--- src/rtl/ascii_decimal_token_parser_top_assert.svh ---
// ----------------------------------------------------------------------------
// ascii_decimal_token_parser_top_assert.svh
// Assertion macros for the token parser; empty when SYNTHESIS is defined.
// ----------------------------------------------------------------------------
`ifndef ASCII_DECIMAL_TOKEN_PARSER_TOP_ASSERT_SVH
`define ASCII_DECIMAL_TOKEN_PARSER_TOP_ASSERT_SVH
`ifndef SYNTHESIS
`define ADTP_ASSERT(label, prop) \
  label: assert property (@(posedge clk_i) disable iff (!rst_ni) prop) \
    else $error("adtp assertion failed");
`define ADTP_ASSERT_NEXT(label, ante, cons) \
  label: assert property (@(posedge clk_i) disable iff (!rst_ni) (ante) |=> (cons)) \
    else $error("adtp assertion failed");
`else
`define ADTP_ASSERT(label, prop)
`define ADTP_ASSERT_NEXT(label, ante, cons)
`endif
`endif

--- src/rtl/adtp_pkg.sv ---
// ----------------------------------------------------------------------------
// adtp_pkg
// Types and constants shared by the decimal token parser.
// ----------------------------------------------------------------------------
package adtp_pkg;

  localparam int unsigned QueueDepth = 2;

  localparam logic [7:0] CH_SEP_MAX = 8'd32;
  localparam logic [7:0] CH_ZERO    = 8'd48;
  localparam logic [7:0] CH_MINUS   = 8'd45;
  localparam logic [7:0] CH_POINT   = 8'd46;

  localparam logic [1:0] KIND_UNSIGNED = 2'd0;
  localparam logic [1:0] KIND_SIGNED   = 2'd1;
  localparam logic [1:0] KIND_REAL     = 2'd2;
  localparam logic [1:0] KIND_SKIP     = 2'd3;

  localparam logic [3:0] FRAC_MAX = 4'd15;

  typedef struct packed {
    logic [7:0] ch;
    logic [1:0] func;
  } adtp_in_t;

  typedef struct packed {
    logic signed [47:0] value;
    logic [3:0]         frac_digits;
    logic [1:0]         kind;
    logic               overflow;
  } adtp_out_t;

  // classified byte
  typedef struct packed {
    logic       sep;
    logic       is_digit;
    logic       is_minus;
    logic       is_point;
    logic [7:0] digit;
    logic [1:0] func;
  } adtp_item_t;

endpackage

--- src/rtl/ascii_decimal_token_parser_top.sv ---
// ----------------------------------------------------------------------------
// ascii_decimal_token_parser_top
// The byte that ends a token is registered in the queue; its result is then
// registered in the result register. Throughput: one byte per cycle while not
// stalled; the accumulator does one x10-plus-digit step per cycle, and a 2-word
// queue decouples input from the result register. Reset: asynchronous, active
// low; parser returns to between-tokens, queue and result register empty.
// ----------------------------------------------------------------------------
module ascii_decimal_token_parser_top import adtp_pkg::*; #(
  parameter int unsigned MANTISSA_WIDTH = 48
) (
  input  logic      clk_i,
  input  logic      rst_ni,
  input  logic      in_valid_i,
  output logic      in_stall_o,
  input  adtp_in_t  in_data_i,
  output logic      out_valid_o,
  input  logic      out_stall_i,
  output adtp_out_t out_data_o
);

  localparam int unsigned AccW = (MANTISSA_WIDTH > 48) ? 48 : MANTISSA_WIDTH;

  logic       q_full;
  logic       q_push;
  adtp_item_t q_push_item;
  logic       q_valid;
  logic       q_pop;
  adtp_item_t q_pop_item;

  adtp_front u_front (
    .in_valid_i (in_valid_i),
    .in_stall_o (in_stall_o),
    .in_data_i  (in_data_i),
    .q_full_i   (q_full),
    .q_push_o   (q_push),
    .q_item_o   (q_push_item)
  );

  adtp_queue u_queue (
    .clk_i       (clk_i),
    .rst_ni      (rst_ni),
    .push_i      (q_push),
    .push_item_i (q_push_item),
    .full_o      (q_full),
    .valid_o     (q_valid),
    .pop_i       (q_pop),
    .pop_item_o  (q_pop_item)
  );

  adtp_back #(
    .ACC_W (AccW)
  ) u_back (
    .clk_i        (clk_i),
    .rst_ni       (rst_ni),
    .item_valid_i (q_valid),
    .item_i       (q_pop_item),
    .item_pop_o   (q_pop),
    .out_valid_o  (out_valid_o),
    .out_stall_i  (out_stall_i),
    .out_data_o   (out_data_o)
  );

endmodule

--- src/rtl/adtp_front.sv ---
// ----------------------------------------------------------------------------
// adtp_front
// Input side: takes text bytes and classifies them for the queue.
// ----------------------------------------------------------------------------
module adtp_front import adtp_pkg::*; (
  input  logic       in_valid_i,
  output logic       in_stall_o,
  input  adtp_in_t   in_data_i,
  input  logic       q_full_i,
  output logic       q_push_o,
  output adtp_item_t q_item_o
);

  assign in_stall_o = q_full_i;
  assign q_push_o   = in_valid_i && !q_full_i;

  always_comb begin
    q_item_o.sep      = (in_data_i.ch <= CH_SEP_MAX);
    q_item_o.is_digit = (in_data_i.ch >= CH_ZERO);
    q_item_o.is_minus = (in_data_i.ch == CH_MINUS);
    q_item_o.is_point = (in_data_i.ch == CH_POINT);
    q_item_o.digit    = in_data_i.ch - CH_ZERO;
    q_item_o.func     = in_data_i.func;
  end

endmodule

--- src/rtl/adtp_queue.sv ---
// ----------------------------------------------------------------------------
// adtp_queue
// Short word queue between front and back.
// ----------------------------------------------------------------------------
`include "ascii_decimal_token_parser_top_assert.svh"

module adtp_queue import adtp_pkg::*; (
  input  logic       clk_i,
  input  logic       rst_ni,
  input  logic       push_i,
  input  adtp_item_t push_item_i,
  output logic       full_o,
  output logic       valid_o,
  input  logic       pop_i,
  output adtp_item_t pop_item_o
);

  localparam int unsigned PtrW = (QueueDepth > 1) ? $clog2(QueueDepth) : 1;
  localparam int unsigned CntW = $clog2(QueueDepth + 1);
  localparam logic [PtrW-1:0] LastPtr = PtrW'(QueueDepth - 1);
  localparam logic [CntW-1:0] DepthCnt = CntW'(QueueDepth);

  adtp_item_t            entries_q [QueueDepth];
  logic [PtrW-1:0]       wr_ptr_q, wr_ptr_d;
  logic [PtrW-1:0]       rd_ptr_q, rd_ptr_d;
  logic [CntW-1:0]       cnt_q, cnt_d;

  assign full_o     = (cnt_q == DepthCnt);
  assign valid_o    = (cnt_q != '0);
  assign pop_item_o = entries_q[rd_ptr_q];

  always_comb begin
    wr_ptr_d = wr_ptr_q;
    rd_ptr_d = rd_ptr_q;
    cnt_d    = cnt_q;
    if (push_i) begin
      wr_ptr_d = (wr_ptr_q == LastPtr) ? '0 : wr_ptr_q + 1'b1;
    end
    if (pop_i) begin
      rd_ptr_d = (rd_ptr_q == LastPtr) ? '0 : rd_ptr_q + 1'b1;
    end
    if (push_i && !pop_i) begin
      cnt_d = cnt_q + 1'b1;
    end else if (pop_i && !push_i) begin
      cnt_d = cnt_q - 1'b1;
    end
  end

  always_ff @(posedge clk_i or negedge rst_ni) begin
    if (!rst_ni) begin
      wr_ptr_q <= '0;
      rd_ptr_q <= '0;
      cnt_q    <= '0;
    end else begin
      wr_ptr_q <= wr_ptr_d;
      rd_ptr_q <= rd_ptr_d;
      cnt_q    <= cnt_d;
    end
  end

  always_ff @(posedge clk_i) begin
    if (push_i) begin
      entries_q[wr_ptr_q] <= push_item_i;
    end
  end

  `ADTP_ASSERT(q_cnt_bound, cnt_q <= DepthCnt)
  `ADTP_ASSERT_NEXT(q_cnt_up, push_i && !pop_i, cnt_q == $past(cnt_q) + 1'b1)
  `ADTP_ASSERT_NEXT(q_cnt_down, pop_i && !push_i, cnt_q == $past(cnt_q) - 1'b1)

endmodule

--- src/rtl/adtp_back.sv ---
// ----------------------------------------------------------------------------
// adtp_back
// Token state machine: accumulates digits and registers one result per non-skip token.
// ----------------------------------------------------------------------------
`include "ascii_decimal_token_parser_top_assert.svh"

module adtp_back import adtp_pkg::*; #(
  parameter int unsigned ACC_W = 48
) (
  input  logic       clk_i,
  input  logic       rst_ni,
  input  logic       item_valid_i,
  input  adtp_item_t item_i,
  output logic       item_pop_o,
  output logic       out_valid_o,
  input  logic       out_stall_i,
  output adtp_out_t  out_data_o
);

  typedef enum logic [1:0] {PH_IDLE, PH_INT, PH_FRAC, PH_SKIP} phase_e;

  localparam int unsigned ProdW = ACC_W + 4;
  localparam logic [ACC_W-1:0] MagLimit = {1'b0, {(ACC_W-1){1'b1}}};

  phase_e           phase_q, phase_d;
  logic [ACC_W-1:0] acc_q, acc_d;
  logic             neg_q, neg_d;
  logic [3:0]       frac_q, frac_d;
  logic [1:0]       kind_q, kind_d;
  logic             sat_q, sat_d;
  logic             out_valid_q, out_valid_d;
  adtp_out_t        out_q, out_d;

  logic             pop;
  logic             start;
  logic [ACC_W-1:0] acc_base;
  logic [ProdW-1:0] prod;
  logic [31:0]      int32;
  logic [47:0]      real_val;

  assign pop        = item_valid_i && (!out_valid_q || !out_stall_i);
  assign item_pop_o = pop;
  assign start      = (phase_q == PH_IDLE) && !item_i.sep;
  assign acc_base   = start ? '0 : acc_q;
  // acc * 10 + digit
  assign prod = ({4'b0, acc_base} << 3) + ({4'b0, acc_base} << 1) + ProdW'(item_i.digit);

  always_comb begin
    logic go;
    logic fire;
    go          = 1'b0;
    fire        = 1'b0;
    phase_d     = phase_q;
    acc_d       = acc_q;
    neg_d       = neg_q;
    frac_d      = frac_q;
    kind_d      = kind_q;
    sat_d       = sat_q;
    out_valid_d = out_valid_q && out_stall_i;
    out_d       = out_q;
    int32       = '0;
    real_val    = '0;

    if (pop) begin
      case (phase_q)
        PH_SKIP: begin
          if (item_i.sep) begin
            phase_d = PH_IDLE;
          end
        end
        PH_IDLE: begin
          if (!item_i.sep) begin
            kind_d = item_i.func;
            acc_d  = '0;
            neg_d  = 1'b0;
            frac_d = '0;
            sat_d  = 1'b0;
            if (item_i.func == KIND_SKIP) begin
              phase_d = PH_SKIP;
            end else begin
              phase_d = PH_INT;
              if (item_i.func != KIND_UNSIGNED && item_i.is_minus) begin
                neg_d = 1'b1;
              end else begin
                go = 1'b1;
              end
            end
          end
        end
        PH_INT:  go = 1'b1;
        PH_FRAC: go = 1'b1;
        default: go = 1'b1;
      endcase

      if (go) begin
        if (item_i.is_digit) begin
          if (kind_d == KIND_REAL) begin
            if (phase_d == PH_FRAC && frac_d == FRAC_MAX) begin
              sat_d = 1'b1;
            end else begin
              if (phase_d == PH_FRAC) begin
                frac_d = frac_d + 4'd1;
              end
              if (prod > {4'b0, MagLimit}) begin
                acc_d = MagLimit;
                sat_d = 1'b1;
              end else begin
                acc_d = prod[ACC_W-1:0];
              end
            end
          end else begin
            acc_d = ACC_W'(prod[31:0]);
          end
        end else if (item_i.is_point && kind_d == KIND_REAL && phase_d == PH_INT) begin
          phase_d = PH_FRAC;
        end else begin
          fire    = 1'b1;
          phase_d = PH_IDLE;
        end
      end
    end

    if (fire) begin
      out_valid_d = 1'b1;
      out_d.kind  = kind_d;
      if (kind_d == KIND_REAL) begin
        real_val          = neg_d ? (48'd0 - 48'(acc_d)) : 48'(acc_d);
        out_d.value       = real_val;
        out_d.frac_digits = frac_d;
        out_d.overflow    = sat_d;
      end else begin
        int32 = acc_d[31:0];
        if (kind_d == KIND_SIGNED && neg_d) begin
          int32 = 32'd0 - int32;
        end
        if (kind_d == KIND_SIGNED) begin
          out_d.value = {{16{int32[31]}}, int32};
        end else begin
          out_d.value = {16'd0, int32};
        end
        out_d.frac_digits = '0;
        out_d.overflow    = 1'b0;
      end
    end
  end

  always_ff @(posedge clk_i or negedge rst_ni) begin
    if (!rst_ni) begin
      phase_q     <= PH_IDLE;
      acc_q       <= '0;
      neg_q       <= 1'b0;
      frac_q      <= '0;
      kind_q      <= KIND_UNSIGNED;
      sat_q       <= 1'b0;
      out_valid_q <= 1'b0;
      out_q       <= '0;
    end else begin
      phase_q     <= phase_d;
      acc_q       <= acc_d;
      neg_q       <= neg_d;
      frac_q      <= frac_d;
      kind_q      <= kind_d;
      sat_q       <= sat_d;
      out_valid_q <= out_valid_d;
      out_q       <= out_d;
    end
  end

  assign out_valid_o = out_valid_q;
  assign out_data_o  = out_q;

  `ADTP_ASSERT(bk_real_limit, (kind_q == KIND_REAL && (phase_q == PH_INT || phase_q == PH_FRAC)) |-> (acc_q <= MagLimit))
  `ADTP_ASSERT(bk_int_wrap, (kind_q != KIND_REAL && (phase_q == PH_INT || phase_q == PH_FRAC)) |-> (acc_q[ACC_W-1:32] == '0 && frac_q == '0))
  `ADTP_ASSERT(bk_out_kind, out_valid_q |-> (out_q.kind != KIND_SKIP))

endmodule

--- config.mk ---
export PLATFORM = sky130hd
export DESIGN_NAME = ascii_decimal_token_parser_top
export DESIGN_NICKNAME = d
export VERILOG_FILES = /design/src/rtl/adtp_pkg.sv /design/src/rtl/ascii_decimal_token_parser_top.sv /design/src/rtl/adtp_front.sv /design/src/rtl/adtp_queue.sv /design/src/rtl/adtp_back.sv
export VERILOG_INCLUDE_DIRS = /design/src /design/src/rtl
export SDC_FILE = /design/constraint.sdc
export NUM_CORES = 1
export LEC_CHECK = 0
export BUFFER_PORTS_ARGS = -buffer_cell sky130_fd_sc_hd__buf_2
export CAP_MARGIN = 30
export CORE_MARGIN = 3
export CORE_UTILIZATION = 55
export CTS_BUF_LIST = sky130_fd_sc_hd__clkbuf_8
export DETAILED_ROUTE_END_ITERATION = 10
export PLACE_DENSITY = 0.7
export SETUP_SLACK_MARGIN = 0.02
export SLEW_MARGIN = 20
export SYNTH_ARGS = -nofsm -noshare
export SYNTH_HDL_FRONTEND = slang
export SYNTH_SLANG_ARGS = --single-unit
--- constraint.sdc ---
create_clock -name clk_i -period 11.62 [get_ports clk_i]
set_input_delay 2.324 -clock clk_i [delete_from_list [all_inputs] [get_ports clk_i]]
set_output_delay 2.324 -clock clk_i [all_outputs]
set_load 0.1 [all_outputs]
==> results of run 1 <==
-- path summary, 6_finish.rpt --
check,to,slack (ps),from,cells past startpoint
max,u_back.out_data_o[43],3400,u_queue.rd_ptr_q,26
min,u_back.out_data_o[34],480,u_back.out_data_o[34],2
max reg2reg,u_back.out_data_o[43],3400,u_queue.rd_ptr_q,26
min reg2reg,u_back.out_data_o[34],480,u_back.out_data_o[34],2
max in group asynchronous,u_back.acc_q[28],8600,rst_ni,3
min in group asynchronous,u_back.out_data_o[47],1740,rst_ni,1
-- cell families (layout without fill, tap and decap cells) --
logic type	Yosys count	after routing	share of synthesized area
AO/OA/AOI/OAI	522	522	0.276
AND/OR/NAND/NOR	475	475	0.190
flip-flops	146	146	0.305
buffers and inverters	133	176	0.0443
adder cells (fa/ha/maj)	103	103	0.106
XOR/XNOR	80	80	0.0563
multiplexers	26	26	0.0230
-- layout by cell type, fill, tap and decap left out, types with 10 or more instances in the layout --
master       n
nand3_1     22
nand4_1     22
dfrtp_1    118
or2_2       10
and3_1      10
o21ai_0    135
xnor2_1     41
mux2i_1     20
o211ai_1    24
nor3_1      24
a21oi_1    133
buf_2       69
a31oi_1     28
buf_4       20
and2_1      44
edfxtp_1    28
a21o_1      14
nand2b_1    14
inv_1       53
nand2_1    179
clkbuf_8    17
o21ai_1     16
o21a_1      20
or3_1       16
o2111ai_1   11
ha_1        98
xor2_1      39
nor2_1      82
o31ai_1     18
-- layout make-up --
type,instances,share of cell area
repair buffers,91,0.0402
clock inverters,15,0.0128
inverters,53,0.0148
flip-flops and latches,146,0.283
clock buffers,17,0.0175
multi-input cells,1206,0.605
well taps,280,0.0261
-- worst register-to-register path: stages, from the launching register on --
cell	delay, ps
dfrtp_1	740
mux2i_4	410
nand2_2	390
nand2_1	340
inv_1	80
ha_1	310
inv_1	60
fa_1	460
nand2b_1	180
a21oi_1	330
o21ai_1	250
o21ai_1	500
a21oi_1	160
mux2i_1	220
and3_1	390
nand2_1	390
o21a_1	310
inv_1	60
ha_1	170
and3_1	150
a31oi_1	120
a211o_1	340
nor4_2	600
nand3_1	410
o31ai_1	370
nor3_1	90
a211o_1	270
-- metrics by stage --
stage	hold WS [ps]	area [um2]
6_report	477	13400
5_1_grt	509	13400
4_1_cts	486	13400
3_3_place_gp	458	12900
3_5_place_dp	458	13000
2_1_floorplan	446	12400
-- layer usage --
layer  global-route usage  vias up
li1                     -     5547
met2                0.466      617
met5                    0        -
met3               0.0639       85
met4                0.104        0
met1                0.468     5689
-- registers in the layout (all words and copies together) (netlist names), 2 cells and up --
register	flops
u_back.acc_q	48
u_queue.entries_q	28
u_back.frac_q	4
u_back.kind_q	2
u_back.phase_q	2
u_queue.cnt_q	2
u_back.out_data_o	55
==> impl_results.md, run 1 <==
- Status: completed
- Cts bufs inserted: 17
- Synth Flop Type: dfrtp_1
- Vias/cell: 6.60
- RSZ-0062 raised after global routing: false
- WL/cell: 21.5 um
- Post-synth cell types: 102
- Reported max-cap violation count: 0
- Skew-Pair Late Insertion Delay: 480 ps
- Crit path required time: 11,970 ps
- Final hold viol count: 0
- Ratio of cells with drive above 1 in the final layout: 0.123
- Final Max Tran Viols: 0
- Largest net degree at the start of global routing: 74
- Crit path buf inv count: 3
- Layout net count: 1,631
- Die area: 24,500 um2
- Final Core Density: 0.608
- Initial antenna violation count: 0
- Worst-path fanout max: 28
- Fin Setup TNS: 0 ps
- Fillers: 1,985
- Final min period: 8220 ps
- Placer congestion estimate: 1.02
- WL final: 39,000 um
- FP Rows: 54
- CTS tree: done
- Critical path type: flop to flop
- Initial drt markers: 1,445
- Top delay family on crit path: simple AND/OR/NAND/NOR gates
- H-tree levels: 4
- Crit-path slowest cell: dfrtp_1
- Largest area contributor in the netlist: dfrtp_1
- Pre-antenna DRT Iters: 9
- Core area: 22,000 um2
- Register area share after synthesis: 0.305
- Register area: 3790 um2
- Syn_nets: 1,601
- Clock Sink Count: 146
- Synth cell count leaders: nand2_1 (179), o21ai_0 (136), a21oi_1 (133), dfrtp_1 (118), ha_1 (98)
- Critical path's largest stage delay: 740 ps
- Final setup vio count: 0
- Post-DP HPWL: 29,300 um
- EDFF count, synth: 28
- Setup ws final: 3400 ps
- CP Launch Type: flop
- Worst Path Arrival: 8570 ps
- Most frequent cell after synthesis: nand2_1
- Crit. End Element: flop
- Crit path top cell by count: inv_1
- Clk root buf: clkbuf_8
- Initial Utilization: 0.565
- Synth Area per Inst: 8.38 um2
- Antenna diode count: 0
- Worst Tran Pin Value: 904 ps
- Drc violations: 0
- Gr ovfl total: 0
- Area Overhead vs Synth: 7.67%
- Yosys warns: 0
- Bufs on Longest Clock Path: 2
- Final worst-path cycle share: 0.707
- Top Layer Used: met4
- Gr usage total: 0.317
- Die Wd: 156 um
- Setup WS pre-CTS: 3250 ps
- Hold crit path type: flop to flop
- Achievable Freq: 122 MHz
- Met1 WL: 17,200 um
- Vias in the first global route: 11,300
- Routed Antenna Nets: 0
- Hold Buf Count CTS: 0
- Port bufs: 70
- Multi-input combinational cell area: 8110 um2
- Area share of the leading cell type in the synthesized netlist: 0.237
- Cells after DPL: 1,774
- Setup Fix Bufs, Post-CTS: 0
- #FFs+latches synth: 146
- Synth area leaders: dfrtp_1 (24%), ha_1 (9.9%), edfxtp_1 (6.8%)
- First-pass GRT wire length: 61,400 um
- Chip Height: 156 um
- Routed wl met3: 4030 um
- Mapped Cells: 1,485
- Clk_skew: 33.4 ps
- Top Ports: 71
- Headroom to the max-slew limit: 0.396
- Routed via count: 11,900
- CTS resizes: 0
- Ys async rst share: 0.808
- CTS clk-pin slew, worst paths: 90 ps
- Final non-filler cell total: 1,808
- Post-synthesis cell area: 12,400 um2
- Met2 WL: 16,600 um
Power of run 1 is not shown: default switching activity piles up to over one toggle a cycle in this logic, so the estimate is an artifact.
==> inputs of run 2 (changes only) <==
--- a/config.mk
+++ b/config.mk
@@ -12,7 +12,7 @@
 export CORE_UTILIZATION = 55
 export CTS_BUF_LIST = sky130_fd_sc_hd__clkbuf_8
 export DETAILED_ROUTE_END_ITERATION = 10
-export PLACE_DENSITY = 0.7
+export PLACE_DENSITY = 0.73
 export SETUP_SLACK_MARGIN = 0.02
 export SLEW_MARGIN = 20
 export SYNTH_ARGS = -nofsm -noshare
==> constraint.sdc (replaced) <==
create_clock -name clk_i -period 6.7 [get_ports clk_i]
set_input_delay 1.34 -clock clk_i [delete_from_list [all_inputs] [get_ports clk_i]]
set_output_delay 1.34 -clock clk_i [all_outputs]
set_load 0.1 [all_outputs]
==> run 2 against run 1 <==
Critical path depth grew 1; setup slack lost 3100 ps; highest routed layer is now met5; non-clock buffer count increased by 43; via count is 1.1% higher; cell area grew 3.7%; global-route usage is 1.1 points higher; critical path type unchanged; core utilization rose by 2.2 points; critical endpoint unchanged; sequential share of layout area shrank 0.99 points; maximum frequency rose by 29%.
==> impl_results.md, run 2 (same netlist as run 1, synthesis figures left out) <==
- Setup WS pre-CTS: -126 ps
- Area Overhead vs Synth: 11.6%
- Final worst-path cycle share: 0.954
- Drc violations: 0
- Largest net degree at the start of global routing: 74
- Headroom to the max-slew limit: 0.503
- First-pass GRT wire length: 63,200 um
- Worst Path Arrival: 6750 ps
- Initial Utilization: 0.565
- Met2 WL: 17,200 um
- WL/cell: 21.7 um
- Clock Sink Count: 146
- Hold crit path type: flop to flop
- Setup crit start: u_back.phase_q[0]
- Setup ws final: 307 ps
- RR Startpoint: u_back.phase_q[0]
- CP Launch Type: flop
- Top Ports: 71
- Crit. End Element: flop
- Die area: 24,500 um2
- Skew-Pair Late Insertion Delay: 470 ps
- Initial drt markers: 1,326
- Status: completed
- Vias/cell: 6.52
- Worst setup path endpoint: u_back.out_data_o[43]
- Die Wd: 156 um
- Worst Tran Pin Value: 746 ps
- Vias in the first global route: 11,500
- Achievable Freq: 156 MHz
- Clk_skew: 19.0 ps
- Final min period: 6390 ps
- Pre-antenna DRT Iters: 7
- Bufs on Longest Clock Path: 2
- Worst-path fanout max: 44
- Final hold viol count: 0
- Worst R2R End: u_back.out_data_o[43]
- Layout net count: 1,674
- Commonest cells after routing, fill and taps aside: nand2_1 (179), o21ai_0 (131), a21oi_1 (129)
- R2R depth: 27
- Fillers: 1,940
- Final Core Density: 0.631
- Gr usage total: 0.328
- R2R setup slack: 310 ps
- FP Rows: 54
- Gr ovfl total: 0
- WL final: 40,100 um
- Cts bufs inserted: 17
- Met1 WL: 18,700 um
- CTS tree: done
- Routed Antenna Nets: 0
- Ratio of cells with drive above 1 in the final layout: 0.165
- Commonest non-fill, non-tap cell in the layout: nand2_1
- Final Max Tran Viols: 0
- Reported max-cap violation count: 0
- Final setup vio count: 0
- Clk root buf: clkbuf_8
- Post-DP HPWL: 30,900 um
- H-tree levels: 4
- CTS clk-pin slew, worst paths: 90 ps
- Crit path required time: 7060 ps
- Final non-filler cell total: 1,852
- Port bufs: 70
- Initial antenna violation count: 1
- RSZ-0062 raised after global routing: false
- Routed via count: 12,100
- Largest register FFs: 55
- Routed wl met3: 3400 um
- Cells after DPL: 1,815
- Critical path type: flop to flop
- Chip Height: 156 um
- Top Layer Used: met5
- Placer congestion estimate: 0.934
- Core area: 22,000 um2
-- run 2: changes by cell type in the layout (fill, tap and decap cells not counted), sizes merged --
cell / delta
clkinv: +2
buf: +43
diode: +1
bufinv: -1
inv: -1
-- run 2: how the worst min path moves through the flow --
stage	from	to	slack (ps)	cells after the start
after floorplan	u_back.sat_q	u_back.sat_q	450	1
after global placement	u_back.out_data_o[12]	u_back.out_data_o[12]	460	2
after detailed placement	u_back.out_data_o[2]	u_back.out_data_o[2]	470	2
after CTS	u_back.out_data_o[12]	u_back.out_data_o[12]	490	2
after global routing	u_back.sat_q	u_back.sat_q	510	1
final	u_back.out_data_o[15]	u_back.out_data_o[15]	480	2
-- run 2: per-stage QoR --
stage	hold slack (ps)	cell area [um2]	setup TNS [ps]
global route	510	13900	0
global placement	459	13300	-4.51
finish	482	13900	0
floorplan	446	12500	0
detailed placement	466	13300	-186
CTS	487	13700	0
-- run 2: per-layer routing --
layer,global-route usage,vias to the layer above
met2,0.479,591
met3,0.0537,65
met4,0.0959,2
met1,0.499,5774
met5,0,-
li1,-,5638
-- run 2: layout make-up --
type / count / area, um2 / share of cell area
Antenna cell: 1 / 2.50 / 0.000180
Clock buffer: 17 / 234 / 0.0168
Clock inverter: 15 / 145 / 0.0104
Inverter: 53 / 199 / 0.0143
Multi-Input combinational cell: 1206 / 8300 / 0.597
Sequential cell: 146 / 3800 / 0.273
Tap cell: 280 / 350 / 0.0252
Timing Repair Buffer: 134 / 866 / 0.0623
-- run 2: worst max-delay path, cell delays in order (launching register included) --
cell       delay (ps)
dfrtp_2           450
inv_1              90
ha_2              270
nand2_4           120
buf_12            190
and2_1            210
ha_1              300
ha_1              390
a21oi_1           260
o21ai_0           190
a221oi_2          380
a2111oi_2         130
a211oi_2          250
xor2_1            240
o21a_2            260
buf_4             160
nand2_1            80
o21a_1            200
inv_1              50
ha_1              160
and3_1            150
a31oi_1           130
a211o_1           360
nor4_4            390
nand3_4           180
o31ai_2           280
nor3_1             90
a211o_1           270
-- run 2: what timing repair did --
action	CTS	global route
setup buffers	0	3
pin swaps	0	4
setup endpoints to repair	6	32
hold buffers	0	0
gates resized for setup	3	41
Power of run 2 is left out for the same reason.
